===== config.mk =====
export PLATFORM = sky130hd
export DESIGN_NAME = ascii85_stream_encoder_unit_flat
export DESIGN_NICKNAME = d
export VERILOG_FILES = /design/src/hw/rtl/a85enc_pkg.sv /design/src/hw/rtl/a85enc_ifs.sv /design/src/hw/rtl/a85enc_front.sv /design/src/hw/rtl/a85enc_queue.sv /design/src/hw/rtl/a85enc_conv.sv /design/src/hw/rtl/a85enc_emit.sv /design/src/hw/rtl/ascii85_stream_encoder_unit.sv /design/src/flat_wrapper.sv
export SDC_FILE = /design/constraint.sdc
export NUM_CORES = 1
export LEC_CHECK = 0
export BUFFER_PORTS_ARGS = -buffer_cell sky130_fd_sc_hd__buf_2
export CAP_MARGIN = 10
export CORE_MARGIN = 1
export CORE_UTILIZATION = 40
export DETAILED_ROUTE_END_ITERATION = 10
export PLACE_DENSITY = 0.54
export SLEW_MARGIN = 20
export SYNTH_ARGS = -nofsm -noshare
export SYNTH_HDL_FRONTEND = slang
export SYNTH_SLANG_ARGS = --single-unit

===== constraint.sdc =====
create_clock -name clk -period 8.5 [get_ports clk]
set_input_delay 1.7 -clock clk [delete_from_list [all_inputs] [get_ports clk]]
set_output_delay 1.7 -clock clk [all_outputs]
set_load 0.005 [all_outputs]

===== src/hw/rtl/a85enc_pkg.sv =====
// Shared types and constants of the ASCII85 stream encoder.
package a85enc_pkg;

    localparam int DIGITS      = 5;
    localparam int DIGIT_W     = 7;
    localparam int CHAR_W      = 7;
    localparam int VALUE_W     = 32;
    localparam int PROD_W      = 64;
    localparam int RECIP_SHIFT = 38;
    localparam int QUOT_W      = PROD_W - RECIP_SHIFT;

    localparam logic [2:0]          GROUP_BYTES = 3'd4;
    localparam logic [2:0]          FIRST_DIV   = 3'd4;
    localparam logic [2:0]          LAST_DIV    = 3'd1;
    localparam logic [CHAR_W-1:0]   CHAR_OFFSET = 7'd33;
    localparam logic [VALUE_W-1:0]  BASE        = 32'd85;
    localparam logic [VALUE_W-1:0]  RECIP       = 32'd3233857729;

    typedef struct packed {
        logic [VALUE_W-1:0] value;
        logic [2:0]         count;
        logic               last;
    } group_t;

    typedef struct packed {
        logic [DIGITS-1:0][DIGIT_W-1:0] digits;
        logic [2:0]                     count;
        logic                           last;
    } conv_res_t;

endpackage


===== src/hw/rtl/a85enc_ifs.sv =====
// Stream channel interfaces: raw bytes in, encoded characters out.
interface a85enc_byte_if;
    logic       valid;
    logic       ready;
    logic [7:0] data_byte;
    logic       last_byte;

    modport source (output valid, output data_byte, output last_byte, input ready);
    modport sink   (input valid, input data_byte, input last_byte, output ready);
endinterface

interface a85enc_char_if;
    logic                          valid;
    logic                          ready;
    logic [a85enc_pkg::CHAR_W-1:0] code_char;
    logic                          group_end;
    logic                          stream_end;

    modport source (output valid, output code_char, output group_end, output stream_end,
                    input ready);
    modport sink   (input valid, input code_char, input group_end, input stream_end,
                    output ready);
endinterface


===== src/hw/rtl/a85enc_front.sv =====
// Front end: gathers bytes into big-endian groups and pushes finished groups.
module a85enc_front (
    input  logic                clk,
    input  logic                rst_n,
    a85enc_byte_if.sink         byte_in,
    output logic                push_valid,
    input  logic                push_ready,
    output a85enc_pkg::group_t  push_data
);
    import a85enc_pkg::*;

    logic [23:0] group_value_reg, group_value_next;
    logic [1:0]  bytes_held_reg, bytes_held_next;
    logic [2:0]  count;
    logic [2:0]  pad;
    logic        finish;
    logic        accept;
    logic [31:0] joined;

    assign count  = {1'b0, bytes_held_reg} + 3'd1;
    assign pad    = GROUP_BYTES - count;
    assign finish = (count == GROUP_BYTES) || byte_in.last_byte;
    assign joined = {group_value_reg, byte_in.data_byte};

    assign byte_in.ready   = push_ready;
    assign push_valid      = byte_in.valid && finish;
    assign push_data.value = joined << {pad, 3'b000};
    assign push_data.count = count;
    assign push_data.last  = byte_in.last_byte;

    assign accept = byte_in.valid && byte_in.ready;

    always_comb
    begin
        group_value_next = group_value_reg;
        bytes_held_next  = bytes_held_reg;
        if (accept)
        begin
            if (finish)
            begin
                group_value_next = '0;
                bytes_held_next  = '0;
            end
            else
            begin
                group_value_next = {group_value_reg[15:0], byte_in.data_byte};
                bytes_held_next  = count[1:0];
            end
        end
    end

    always_ff @(posedge clk or negedge rst_n)
    begin
        if (!rst_n)
        begin
            group_value_reg <= '0;
            bytes_held_reg  <= '0;
        end
        else
        begin
            group_value_reg <= group_value_next;
            bytes_held_reg  <= bytes_held_next;
        end
    end

endmodule


===== src/hw/rtl/a85enc_queue.sv =====
// Two-entry group queue between the front end and the converter.
module a85enc_queue (
    input  logic                clk,
    input  logic                rst_n,
    input  logic                push_valid,
    output logic                push_ready,
    input  a85enc_pkg::group_t  push_data,
    output logic                pop_valid,
    input  logic                pop_ready,
    output a85enc_pkg::group_t  pop_data
);
    import a85enc_pkg::*;

    group_t     entry_reg [2];
    logic       wr_ptr_reg, wr_ptr_next;
    logic       rd_ptr_reg, rd_ptr_next;
    logic [1:0] fill_reg, fill_next;
    logic       push;
    logic       pop;

    assign push_ready = (fill_reg != 2'd2);
    assign pop_valid  = (fill_reg != 2'd0);
    assign pop_data   = entry_reg[rd_ptr_reg];
    assign push       = push_valid && push_ready;
    assign pop        = pop_valid && pop_ready;

    always_comb
    begin
        wr_ptr_next = wr_ptr_reg ^ push;
        rd_ptr_next = rd_ptr_reg ^ pop;
        fill_next   = fill_reg + {1'b0, push} - {1'b0, pop};
    end

    always_ff @(posedge clk)
    begin
        if (push)
        begin
            entry_reg[wr_ptr_reg] <= push_data;
        end
    end

    always_ff @(posedge clk or negedge rst_n)
    begin
        if (!rst_n)
        begin
            wr_ptr_reg <= 1'b0;
            rd_ptr_reg <= 1'b0;
            fill_reg   <= '0;
        end
        else
        begin
            wr_ptr_reg <= wr_ptr_next;
            rd_ptr_reg <= rd_ptr_next;
            fill_reg   <= fill_next;
        end
    end

endmodule


===== src/hw/rtl/a85enc_conv.sv =====
// Converter: splits a group value into five base-85 digits with a shared divide unit.
module a85enc_conv (
    input  logic                   clk,
    input  logic                   rst_n,
    input  logic                   pop_valid,
    output logic                   pop_ready,
    input  a85enc_pkg::group_t     pop_data,
    output logic                   res_valid,
    input  logic                   res_ready,
    output a85enc_pkg::conv_res_t  res_data
);
    import a85enc_pkg::*;

    typedef enum logic [1:0] {ST_IDLE, ST_MUL, ST_SUB, ST_DONE} state_t;

    state_t              state_reg, state_next;
    logic [VALUE_W-1:0]  v_reg, v_next;
    logic [PROD_W-1:0]   prod_reg, prod_next;
    logic [2:0]          idx_reg, idx_next;
    conv_res_t           res_reg, res_next;
    logic [QUOT_W-1:0]   quot;
    logic [VALUE_W-1:0]  back_mul;
    logic [VALUE_W-1:0]  rem;
    logic                load;

    assign quot      = prod_reg[PROD_W-1:RECIP_SHIFT];
    assign back_mul  = {{(VALUE_W-QUOT_W){1'b0}}, quot} * BASE;
    assign rem       = v_reg - back_mul;

    assign pop_ready = (state_reg == ST_IDLE) || ((state_reg == ST_DONE) && res_ready);
    assign load      = pop_valid && pop_ready;
    assign res_valid = (state_reg == ST_DONE);
    assign res_data  = res_reg;

    always_comb
    begin
        state_next = state_reg;
        v_next     = v_reg;
        prod_next  = prod_reg;
        idx_next   = idx_reg;
        res_next   = res_reg;
        unique case (state_reg)
            ST_IDLE, ST_DONE:
            begin
                if (state_reg == ST_DONE && res_ready)
                begin
                    state_next = ST_IDLE;
                end
                if (load)
                begin
                    v_next         = pop_data.value;
                    idx_next       = FIRST_DIV;
                    res_next.count = pop_data.count;
                    res_next.last  = pop_data.last;
                    state_next     = ST_MUL;
                end
            end
            ST_MUL:
            begin
                prod_next  = {{(PROD_W-VALUE_W){1'b0}}, v_reg} *
                             {{(PROD_W-VALUE_W){1'b0}}, RECIP};
                state_next = ST_SUB;
            end
            ST_SUB:
            begin
                res_next.digits[idx_reg] = rem[DIGIT_W-1:0];
                v_next = {{(VALUE_W-QUOT_W){1'b0}}, quot};
                if (idx_reg == LAST_DIV)
                begin
                    res_next.digits[0] = quot[DIGIT_W-1:0];
                    state_next         = ST_DONE;
                end
                else
                begin
                    idx_next   = idx_reg - 3'd1;
                    state_next = ST_MUL;
                end
            end
            default:
            begin
                state_next = ST_IDLE;
            end
        endcase
    end

    always_ff @(posedge clk or negedge rst_n)
    begin
        if (!rst_n)
        begin
            state_reg <= ST_IDLE;
            v_reg     <= '0;
            prod_reg  <= '0;
            idx_reg   <= '0;
            res_reg   <= '0;
        end
        else
        begin
            state_reg <= state_next;
            v_reg     <= v_next;
            prod_reg  <= prod_next;
            idx_reg   <= idx_next;
            res_reg   <= res_next;
        end
    end

endmodule


===== src/hw/rtl/a85enc_emit.sv =====
// Emitter: sends count+1 characters of a converted group through an output register.
module a85enc_emit (
    input  logic                   clk,
    input  logic                   rst_n,
    input  logic                   res_valid,
    output logic                   res_ready,
    input  a85enc_pkg::conv_res_t  res_data,
    a85enc_char_if.source          char_out
);
    import a85enc_pkg::*;

    conv_res_t          res_reg, res_next;
    logic               busy_reg, busy_next;
    logic [2:0]         k_reg, k_next;
    logic               valid_reg, valid_next;
    logic [CHAR_W-1:0]  char_reg, char_next;
    logic               gend_reg, gend_next;
    logic               send_reg, send_next;
    logic               load_ok;
    logic               final_char;

    assign load_ok    = !valid_reg || char_out.ready;
    assign res_ready  = !busy_reg;
    assign final_char = (k_reg == res_reg.count);

    assign char_out.valid      = valid_reg;
    assign char_out.code_char  = char_reg;
    assign char_out.group_end  = gend_reg;
    assign char_out.stream_end = send_reg;

    always_comb
    begin
        res_next   = res_reg;
        busy_next  = busy_reg;
        k_next     = k_reg;
        valid_next = valid_reg && !char_out.ready;
        char_next  = char_reg;
        gend_next  = gend_reg;
        send_next  = send_reg;
        if (!busy_reg)
        begin
            if (res_valid)
            begin
                res_next  = res_data;
                k_next    = '0;
                busy_next = 1'b1;
            end
        end
        else if (load_ok)
        begin
            valid_next = 1'b1;
            char_next  = res_reg.digits[k_reg] + CHAR_OFFSET;
            gend_next  = final_char;
            send_next  = final_char && res_reg.last;
            k_next     = k_reg + 3'd1;
            if (final_char)
            begin
                busy_next = 1'b0;
            end
        end
    end

    always_ff @(posedge clk or negedge rst_n)
    begin
        if (!rst_n)
        begin
            res_reg   <= '0;
            busy_reg  <= 1'b0;
            k_reg     <= '0;
            valid_reg <= 1'b0;
            char_reg  <= '0;
            gend_reg  <= 1'b0;
            send_reg  <= 1'b0;
        end
        else
        begin
            res_reg   <= res_next;
            busy_reg  <= busy_next;
            k_reg     <= k_next;
            valid_reg <= valid_next;
            char_reg  <= char_next;
            gend_reg  <= gend_next;
            send_reg  <= send_next;
        end
    end

endmodule


===== src/hw/rtl/ascii85_stream_encoder_unit.sv =====
// ASCII85 stream encoder: byte stream in, base-85 character stream out.
//
// byte_in carries one raw byte per word with last_byte marking the end of a
// stream; char_out carries one character per word with group_end on the final
// character of each group and stream_end on the final character of a stream.
// Bytes are gathered into 4-byte groups; a full group gives 5 characters and a
// short final group of c bytes gives c+1 characters.
// A finished group passes through the queue, the converter and the emitter's
// output register before its first character appears. The group rate is set by
// the converter's shared divide-by-85 unit, which takes one group at a time (a
// multiply and a remainder step per digit, four digits, plus the hand-off).
// A two-entry queue lets the front end keep taking bytes while the converter
// is busy, and the output register lets the emitter hold a character while
// the converter works on the next group.
// A stall on char_out holds the current character and backs up through the
// emitter, converter and queue to byte_in.ready.
// Reset clears the partial group, the queue and all valid flags.
module ascii85_stream_encoder_unit (
    input  logic           clk,
    input  logic           rst_n,
    a85enc_byte_if.sink    byte_in,
    a85enc_char_if.source  char_out
);
    import a85enc_pkg::*;

    logic       push_valid;
    logic       push_ready;
    group_t     push_data;
    logic       pop_valid;
    logic       pop_ready;
    group_t     pop_data;
    logic       res_valid;
    logic       res_ready;
    conv_res_t  res_data;

    a85enc_front u_front (
        .clk        (clk),
        .rst_n      (rst_n),
        .byte_in    (byte_in),
        .push_valid (push_valid),
        .push_ready (push_ready),
        .push_data  (push_data)
    );

    a85enc_queue u_queue (
        .clk        (clk),
        .rst_n      (rst_n),
        .push_valid (push_valid),
        .push_ready (push_ready),
        .push_data  (push_data),
        .pop_valid  (pop_valid),
        .pop_ready  (pop_ready),
        .pop_data   (pop_data)
    );

    a85enc_conv u_conv (
        .clk        (clk),
        .rst_n      (rst_n),
        .pop_valid  (pop_valid),
        .pop_ready  (pop_ready),
        .pop_data   (pop_data),
        .res_valid  (res_valid),
        .res_ready  (res_ready),
        .res_data   (res_data)
    );

    a85enc_emit u_emit (
        .clk        (clk),
        .rst_n      (rst_n),
        .res_valid  (res_valid),
        .res_ready  (res_ready),
        .res_data   (res_data),
        .char_out   (char_out)
    );

    assert property (@(posedge clk) disable iff (!rst_n)
        char_out.valid && char_out.stream_end |-> char_out.group_end)
        else $error("stream end without group end");

    assert property (@(posedge clk) disable iff (!rst_n)
        char_out.valid |-> (char_out.code_char >= 7'd33) && (char_out.code_char <= 7'd117))
        else $error("character outside the base-85 range");

    assert property (@(posedge clk) disable iff (!rst_n)
        res_valid |-> (res_data.count != 3'd0) && (res_data.count <= GROUP_BYTES))
        else $error("converted group with a bad byte count");

endmodule

===== src/flat_wrapper.sv =====
// flat-port wrapper written by rule: the top's interface ports become plain ports
module ascii85_stream_encoder_unit_flat import a85enc_pkg::*;
  (clk, rst_n, byte_in_valid, byte_in_data_byte, byte_in_last_byte, byte_in_ready, char_out_valid, char_out_code_char, char_out_group_end, char_out_stream_end, char_out_ready);
  a85enc_byte_if byte_in_i ();
  a85enc_char_if char_out_i ();
  input  logic clk;
  input  logic rst_n;
  input wire logic [$bits(byte_in_i.valid)-1:0] byte_in_valid;
  input wire logic [$bits(byte_in_i.data_byte)-1:0] byte_in_data_byte;
  input wire logic [$bits(byte_in_i.last_byte)-1:0] byte_in_last_byte;
  output wire logic [$bits(byte_in_i.ready)-1:0] byte_in_ready;
  output wire logic [$bits(char_out_i.valid)-1:0] char_out_valid;
  output wire logic [$bits(char_out_i.code_char)-1:0] char_out_code_char;
  output wire logic [$bits(char_out_i.group_end)-1:0] char_out_group_end;
  output wire logic [$bits(char_out_i.stream_end)-1:0] char_out_stream_end;
  input wire logic [$bits(char_out_i.ready)-1:0] char_out_ready;
  assign byte_in_i.valid = byte_in_valid;
  assign byte_in_i.data_byte = byte_in_data_byte;
  assign byte_in_i.last_byte = byte_in_last_byte;
  assign byte_in_ready = byte_in_i.ready;
  assign char_out_valid = char_out_i.valid;
  assign char_out_code_char = char_out_i.code_char;
  assign char_out_group_end = char_out_i.group_end;
  assign char_out_stream_end = char_out_i.stream_end;
  assign char_out_i.ready = char_out_ready;
  ascii85_stream_encoder_unit u_core (.clk(clk), .rst_n(rst_n), .byte_in(byte_in_i), .char_out(char_out_i));
endmodule

=== Yosys cells after proc, flatten, opt, wreduce, memory -nomap -nowiden ===
Memory sizes are Yosys's and may differ from the RTL's.
Index checks and enable logic that the tools add are counted.

* Register bits after elaboration: 223
* Bits in writable memories: 72
* Input port bits: 13
* Output and inout bits: 11
* Word-level logic and storage cells: 111
* Memories kept: 1

* Add/sub/neg operators: 8
* Multiply operators: 2
* Magnitude comparators: 3
* Equality and inequality tests: 11
* Shift-type cells: 1
* Mux-type cells: 28
* Bitwise gates (word level): 3
* Reduce and logical (&&, ||, !) cells: 25

{| class="wikitable"
|+ Memory list
! memory !! depth !! width !! rd ports !! clocked after memory_dff !! wr ports !! line !! text
|-
| u_core.u_queue.entry_reg || 2 || 36 || 1 || 0 || 1 || a85enc_queue.sv:14 || <nowiki>group_t entry_reg [2];</nowiki>
|}

{| class="wikitable"
|+ Operators with widths
! operator !! number
|-
| 32-bit by 32-bit multiplier with 64-bit output (second input constant) || 1
|-
| 32-bit case mux with 2 select lines || 1
|-
| 35-bit bitwise mux || 1
|-
| 32-bit two-way mux || 1
|-
| 32-bit by 6-bit << shifter with 32-bit output || 1
|-
| 26-bit by 7-bit multiplier with 7-bit output (second input constant) || 1
|-
| 24-bit two-way mux || 1
|-
| 7-bit binary-select mux with 3-bit select || 1
|-
| 7-bit demux with 3-bit select || 1
|-
| 7-bit two-way mux || 3
|-
| 3-bit two-way mux || 5
|-
| 2-bit AND reduction || 5
|-
| 1-bit logical AND || 8
|-
| 3-bit by 4-bit < comparator with 1-bit output (second input constant) || 2
|-
| 1-bit two-way mux || 8
|-
| 2-bit two-way mux || 4
|-
| 7-bit by 6-bit adder with 7-bit output (second input constant) || 1
|-
| 7-bit subtractor || 1
|-
| 2-bit case mux with 3 select lines || 1
|-
| 3-bit case mux with 2 select lines || 1
|-
| 2-bit nonzero test || 3
|-
| 2-bit == test (second input constant) || 2
|-
| 2-bit by 1-bit inequality test with 1-bit output (second input constant) || 2
|-
| 2-bit inequality test (second input constant) || 2
|-
| other kinds (19) || 24
|}

=== Logic depth before layout (Yosys ltp) ===
* Depth after elaboration: 7
* Mapped depth: 25
* Depth with buffers taken out: 24

=== Cells and area by module ===
Synthesis repeated with hierarchy kept, for this count alone.

* Cell total of the unflattened synthesis: 2132
* Area, all modules: 22141.2 um^2

{| class="wikitable"
|+ Modules (own cells, without submodules)
! module !! instances !! cells an instance !! area each (um^2) !! sequential area each (um^2)
|-
| a85enc_conv || 1 || 1550 || 15130.8 || 2552.4
|-
| a85enc_queue || 1 || 135 || 2837.7 || 2262.2
|-
| a85enc_emit || 1 || 292 || 2636.3 || 1326.3
|-
| a85enc_front || 1 || 155 || 1536.5 || 650.6
|}

=== Worst setup path before layout ===
Ideal clock, no wire load.

* Kind: register -> register
* From: register u_core.u_conv.v_reg[10]
* To: register u_core.u_conv.prod_reg[55]
* Library setup time: 125 ps
* Arrival time: 6016 ps
* Required time: 8375 ps
* Slack: 2359 ps
* Stages on the path, launching flop included: 25
* Buffers on the path: 1
* Period minus slack after synthesis: 6141 ps
* Cells stage by stage: dfrtp_1 -> ha_1 -> ha_1 -> inv_1 -> fa_1 -> inv_1 -> fa_1 -> inv_1 -> fa_1 -> inv_1 -> fa_1 -> inv_1 -> fa_1 -> inv_1 -> ha_1 -> ha_1 -> clkbuf_1 -> a21o_1 -> a21o_1 -> a221oi_1 -> o21ai_1 -> a211o_1 -> nor2_1 -> xnor2_1 -> mux2_2

* Word-level cells in the longest chain between the ends: 1

{| class="wikitable"
|+ Ends and longest elaborated chain
! what !! line !! text
|-
| start, declared || a85enc_conv.sv:17 || <nowiki>logic [VALUE_W-1:0] v_reg, v_next;</nowiki>
|-
| start signal, assigned || a85enc_conv.sv:99 || <nowiki>v_reg <= v_next;</nowiki>
|-
| 32-bit by 32-bit multiplier with 64-bit output || a85enc_conv.sv:60 || <nowiki>prod_next = {{(PROD_W-VALUE_W){1'b0}}, v_reg} *</nowiki>
|-
| end signal, assigned || a85enc_conv.sv:100 || <nowiki>prod_reg <= prod_next;</nowiki>
|-
| end, declared || a85enc_conv.sv:18 || <nowiki>logic [PROD_W-1:0] prod_reg, prod_next;</nowiki>
|}

Every way passes these cells.
A chain may end at the register's enable or synchronous reset.

=== Worst setup path after layout ===
* From: register u_core.u_conv.v_reg[8]
* To: register u_core.u_conv.prod_reg[60]

Same word-level chain as after synthesis.

==> results by stage <==
Die:
- The initial utilization of the core area, before any placement, comes to ~41%.
- The placeable core region is 53,920 sq um.
- The die is between 200 and 250 um wide.
- The die footprint is 55,680 sq um.
- The I/O pin count is 24.
- The row count is 85.
- The die is ~240 um tall.

Critical path:
- The kind of launch point of the worst setup path is a register.
- At the worst endpoint, the required time is a little under 9000 ps.
- The worst setup path is of the reg -> reg kind.
- The library cell appearing most often on the critical path is fa_1.
- Counting cells, the worst reg-to-reg path comes to 22.
- The number of buffers and inverters on the critical path is 4.
- The worst register-to-register path ends at u_core.u_conv.prod_reg[60]$_DFFE_PN0P_.
- The largest driver fanout on the critical path is 6.
- For this run, the slowest stage of the critical path takes approximately 860 ps.
- The worst setup path is captured at a register.
- The origin of the worst setup path is u_core.u_conv.v_reg[8]$_DFFE_PN0P_.
- Setup slack on the worst reg-to-reg path comes out at 1270 ps.
- The critical path crosses 22 cells after its start point.
- The signal on the critical path passes through ha_1, ha_1, inv_1, fa_1, inv_1, fa_1, inv_1, fa_1, fa_1, fa_1, inv_1, ha_1, ha_1, nand3_1, nor4_1, nand2_1, o221ai_1, a21oi_1, a21oi_2, a311oi_1, xnor2_1, mux2_2.
- In this run the worst setup path terminates at u_core.u_conv.prod_reg[60]$_DFFE_PN0P_.
- In this run the critical register-to-register path is launched from u_core.u_conv.v_reg[8]$_DFFE_PN0P_.
- The cell family contributing the most delay on the critical path is adder cells.
- Data on the critical path arrives at its endpoint at 7670 ps.
- The standard cell with the maximum stage delay on the critical path is nor4_1.

Global routing:
- The number of antenna violations at the first check in global routing is 1.
- The first global-routing pass estimated between 90 and 100 mm of wire.
- The number of global-route vias before repair came to 15,710.
- Global routing finished with a remaining overflow of 0.
- The overall track demand over capacity in global routing is a little over a fifth.
- Entering global routing, the biggest net connects roughly 120 pins.

Drt:
- The via count normalized by instance count is roughly 5.1.
- The total wirelength of the detailed-routed design is 56.25 mm.
- The number of iterations in the first detailed-routing pass is 5.
- The starting DRC count in detailed routing is 721.
- The DRC violation count after routing is 0.
- The routed length per placed instance is slightly below 20 um.
- The routed layout has around 15,000 vias.
- The remaining number of nets flagged by the antenna check after routing is 0.

Timing:
- After layout, the worst setup slack is ~1300 ps.
- The timing-limited maximum frequency is around 140 MHz.
- The number of failing setup endpoints in the final timing report is 0.
- The post-route clock skew is roughly 19 ps.
- The final critical path takes up a little under nine tenths of the cycle.
- Setup repair after global routing left no endpoint under its margin.
- In the final timing run, aggregate negative setup slack is 0 ps.
- The relative slew slack is a little over a quarter.
- The smallest clock period supported by the final layout is computed as 7228 ps.
- The count of final hold-check violations came to 0.
- The number of max-slew violations in the final report is 0.
- For the pin with the worst max-slew slack, the measured transition is between 1000 and 1500 ps.

Place:
- The congestion estimate from routability-driven global placement came to ~1.0.
- Buffers placed on the I/O ports in this run total 23.
- Timing analysis after detailed placement gives a worst setup slack of 1506 ps.
- The HPWL after detailed placement is between 40 and 50 mm.
- The post-placement cell area is 22,720 sq um.

Logic synthesis:
- The post-synthesis sequential area ratio is roughly 31%.
- Dividing the synthesized area by the synthesized cell count gives 10.02 sq um.
- The number of synthesized flops with an enable pin is 72.
- The number of unique standard cell types used by synthesis is between 70 and 80.
- The post-synthesis sequential element count is 257.
- During synthesis, Yosys emitted a total of 0 warnings.
- The share of synthesized flip-flops with an asynchronous set or reset is a little over 70%.
- Summing every instance area after synthesis gives between 20,000 and 25,000 sq um.
- When the netlist entered floorplanning its net count stood at around 2,700.
- Synthesis handed over a netlist of around 2,200 instances.
- Among all flip-flop cells after synthesis, the most frequent one is dfrtp_1.

Clocking:
- The post-cts resize count is 0.
- The number of levels in the clock H-tree is 1.
- In this run the deepest clock path goes through 3 buffers.
- The count of clock tree sinks is between 200 and 300.
- The buffer count from post-CTS setup fixing is 0.
- In this run, CTS created clock tree buffers numbering 28.
- Clock latency on the worst-skew pair, taken at its later pin, is 570 ps.
- The CTS tree is done.
- The clock root buffer master is clkbuf_16.
- The number of hold-repair buffers added at the cts stage is 0.
- The clock transition at the registers of the reported paths is 70 ps.

Final layout:
- 0 antenna diodes ended up in the layout.
- The total non-filler cell area in the finished layout is around 24,000 sq um.
- The share of post-route cells with drive strength above 1 is ~7.3%.
- Leaving out fill and tap cells, the most frequent cell in the layout is inv_1.
- The final layout contains about 2,700 nets.
- The register with the most flip-flops in the layout has between 70 and 80 of them.
- From synthesis to final layout, the design area changed by 8.011%.
- The final-layout fill cell count is about 5,300.
- In the layout the commonest cells are inv_1 (376), ha_1 (339), nand2_1 (301).

Run:
- The tool flagged a number of max-cap violations equal to 0.

Worst hold path:
- In this run the worst hold path is classified as reg -> reg.

Outcome:
- The flow ran to the end, and the final reports show no timing, DRC or antenna violations.
## cell usage after synthesis (all sizes together), types with 2 or more instances
| cell type | instances | area share (%) |
|---|---|---|
| inv | 377 | 6.5 |
| a211oi | 4 | 0.14 |
| fa | 170 | 16 |
| nor3 | 8 | 0.21 |
| dfrtp | 185 | 21 |
| o2111ai | 3 | 0.12 |
| o21bai | 7 | 0.24 |
| buf | 9 | 0.22 |
| xnor2 | 34 | 1.4 |
| ha | 340 | 19 |
| a22o | 9 | 0.36 |
| nand3 | 39 | 0.91 |
| o21ai | 137 | 3.2 |
| and4 | 4 | 0.17 |
| a211o | 3 | 0.12 |
| o21a | 4 | 0.14 |
| o211ai | 6 | 0.21 |
| a31oi | 6 | 0.17 |
| nor3b | 3 | 0.10 |
| edfxtp | 72 | 9.9 |
| nand3b | 4 | 0.14 |
| a31o | 2 | 0.080 |
| nand4 | 15 | 0.43 |
| xor2 | 14 | 0.56 |
| a21boi | 4 | 0.15 |
| mux4 | 15 | 1.5 |
| clkbuf | 60 | 1.3 |
| nor2 | 70 | 1.2 |
| a21oi | 112 | 2.6 |
| and2 | 13 | 0.38 |
| a41oi | 2 | 0.11 |
| a2111oi | 2 | 0.17 |
| mux2 | 30 | 1.5 |
| mux2i | 39 | 1.8 |
| a21o | 29 | 1.0 |
| nand2b | 9 | 0.26 |
| a311oi | 2 | 0.080 |
| nor4 | 4 | 0.11 |
| nor2b | 7 | 0.20 |
| and3 | 14 | 0.45 |
| nand2 | 302 | 5.2 |
| o31ai | 3 | 0.13 |
## how the worst min path moves through the flow
stage / from / endpoint / slack (ps) / cells after the start
floorplan: u_core.u_conv.res_data[12]$_DFFE_PN0P_ / u_core.u_emit.res_reg[12]$_DFFE_PN0P_ / 430 / 2
global placement: u_core.u_conv.res_data[26]$_DFFE_PN0P_ / u_core.u_emit.res_reg[26]$_DFFE_PN0P_ / 440 / 2
detailed placement: u_core.u_conv.res_data[27]$_DFFE_PN0P_ / u_core.u_emit.res_reg[27]$_DFFE_PN0P_ / 450 / 2
CTS: u_core.u_conv.res_data[33]$_DFFE_PN0P_ / u_core.u_emit.res_reg[33]$_DFFE_PN0P_ / 460 / 2
global route: u_core.u_conv.res_data[28]$_DFFE_PN0P_ / u_core.u_emit.res_reg[28]$_DFFE_PN0P_ / 480 / 2
finish: u_core.u_conv.res_data[26]$_DFFE_PN0P_ / u_core.u_emit.res_reg[26]$_DFFE_PN0P_ / 460 / 2
## worst reg2reg max path: cells and delay by family (launching register included)
family                   cells  cell delay (ps)
multiplexers                 1              260
XOR/XNOR                     1              150
flip-flops                   1              470
AO/OA/AOI/OAI                4              780
AND/OR/NAND/NOR              3             1240
adder cells (fa/ha/maj)      9             3990
buffers and inverters        4              210
## area by class of cell
cell class / count / area [sq um] / area share [%]
Timing Repair Buffer: 42 / 266.5 / 1.127
Clock inverter: 14 / 158.9 / 0.6719
Multi-Input combinational cell: 1481 / 13370 / 56.54
Inverter: 377 / 1415 / 5.983
Sequential cell: 257 / 6793 / 28.72
Clock buffer: 37 / 774.5 / 3.275
Tap cell: 696 / 870.8 / 3.682
## cell families after synthesis
group,Yosys count,synth area share (%)
muxes,84,4.868
DFF,257,31.02
adders and majority gates,510,34.97
AOI/OAI and AO/OA,345,9.434
buffers and inverters,447,7.988
xor gates and xnor gates,48,1.920
and+or+nand+nor,494,9.805
## per-layer routing
layer | part of all wire, % | wire, um | track usage [%] | vias up
met4 | 3.0 | 1697 | 6.417 | 0
li1 | - | - | - | 7248
met5 | 0 | 0 | 0 | -
met1 | 46 | 25690 | 28.50 | 7275
met2 | 46 | 25760 | 33.82 | 269
met3 | 5.5 | 3101 | 4.096 | 83
## through the flow
stage | util (%) | hold WS (ps) | cells
floorplan | - | 433.1 | 2185
global placement | 42.13 | 441.6 | 2853
finish | 43.86 | 458.7 | 2904
CTS | 43.86 | 464.2 | 2904
global route | 43.86 | 480.0 | 2904
detailed placement | 42.13 | 449.9 | 2853
Power is left out: the tool's default activity adds up to more than one toggle a clock period on the data nets, which glitch-free logic cannot reach.
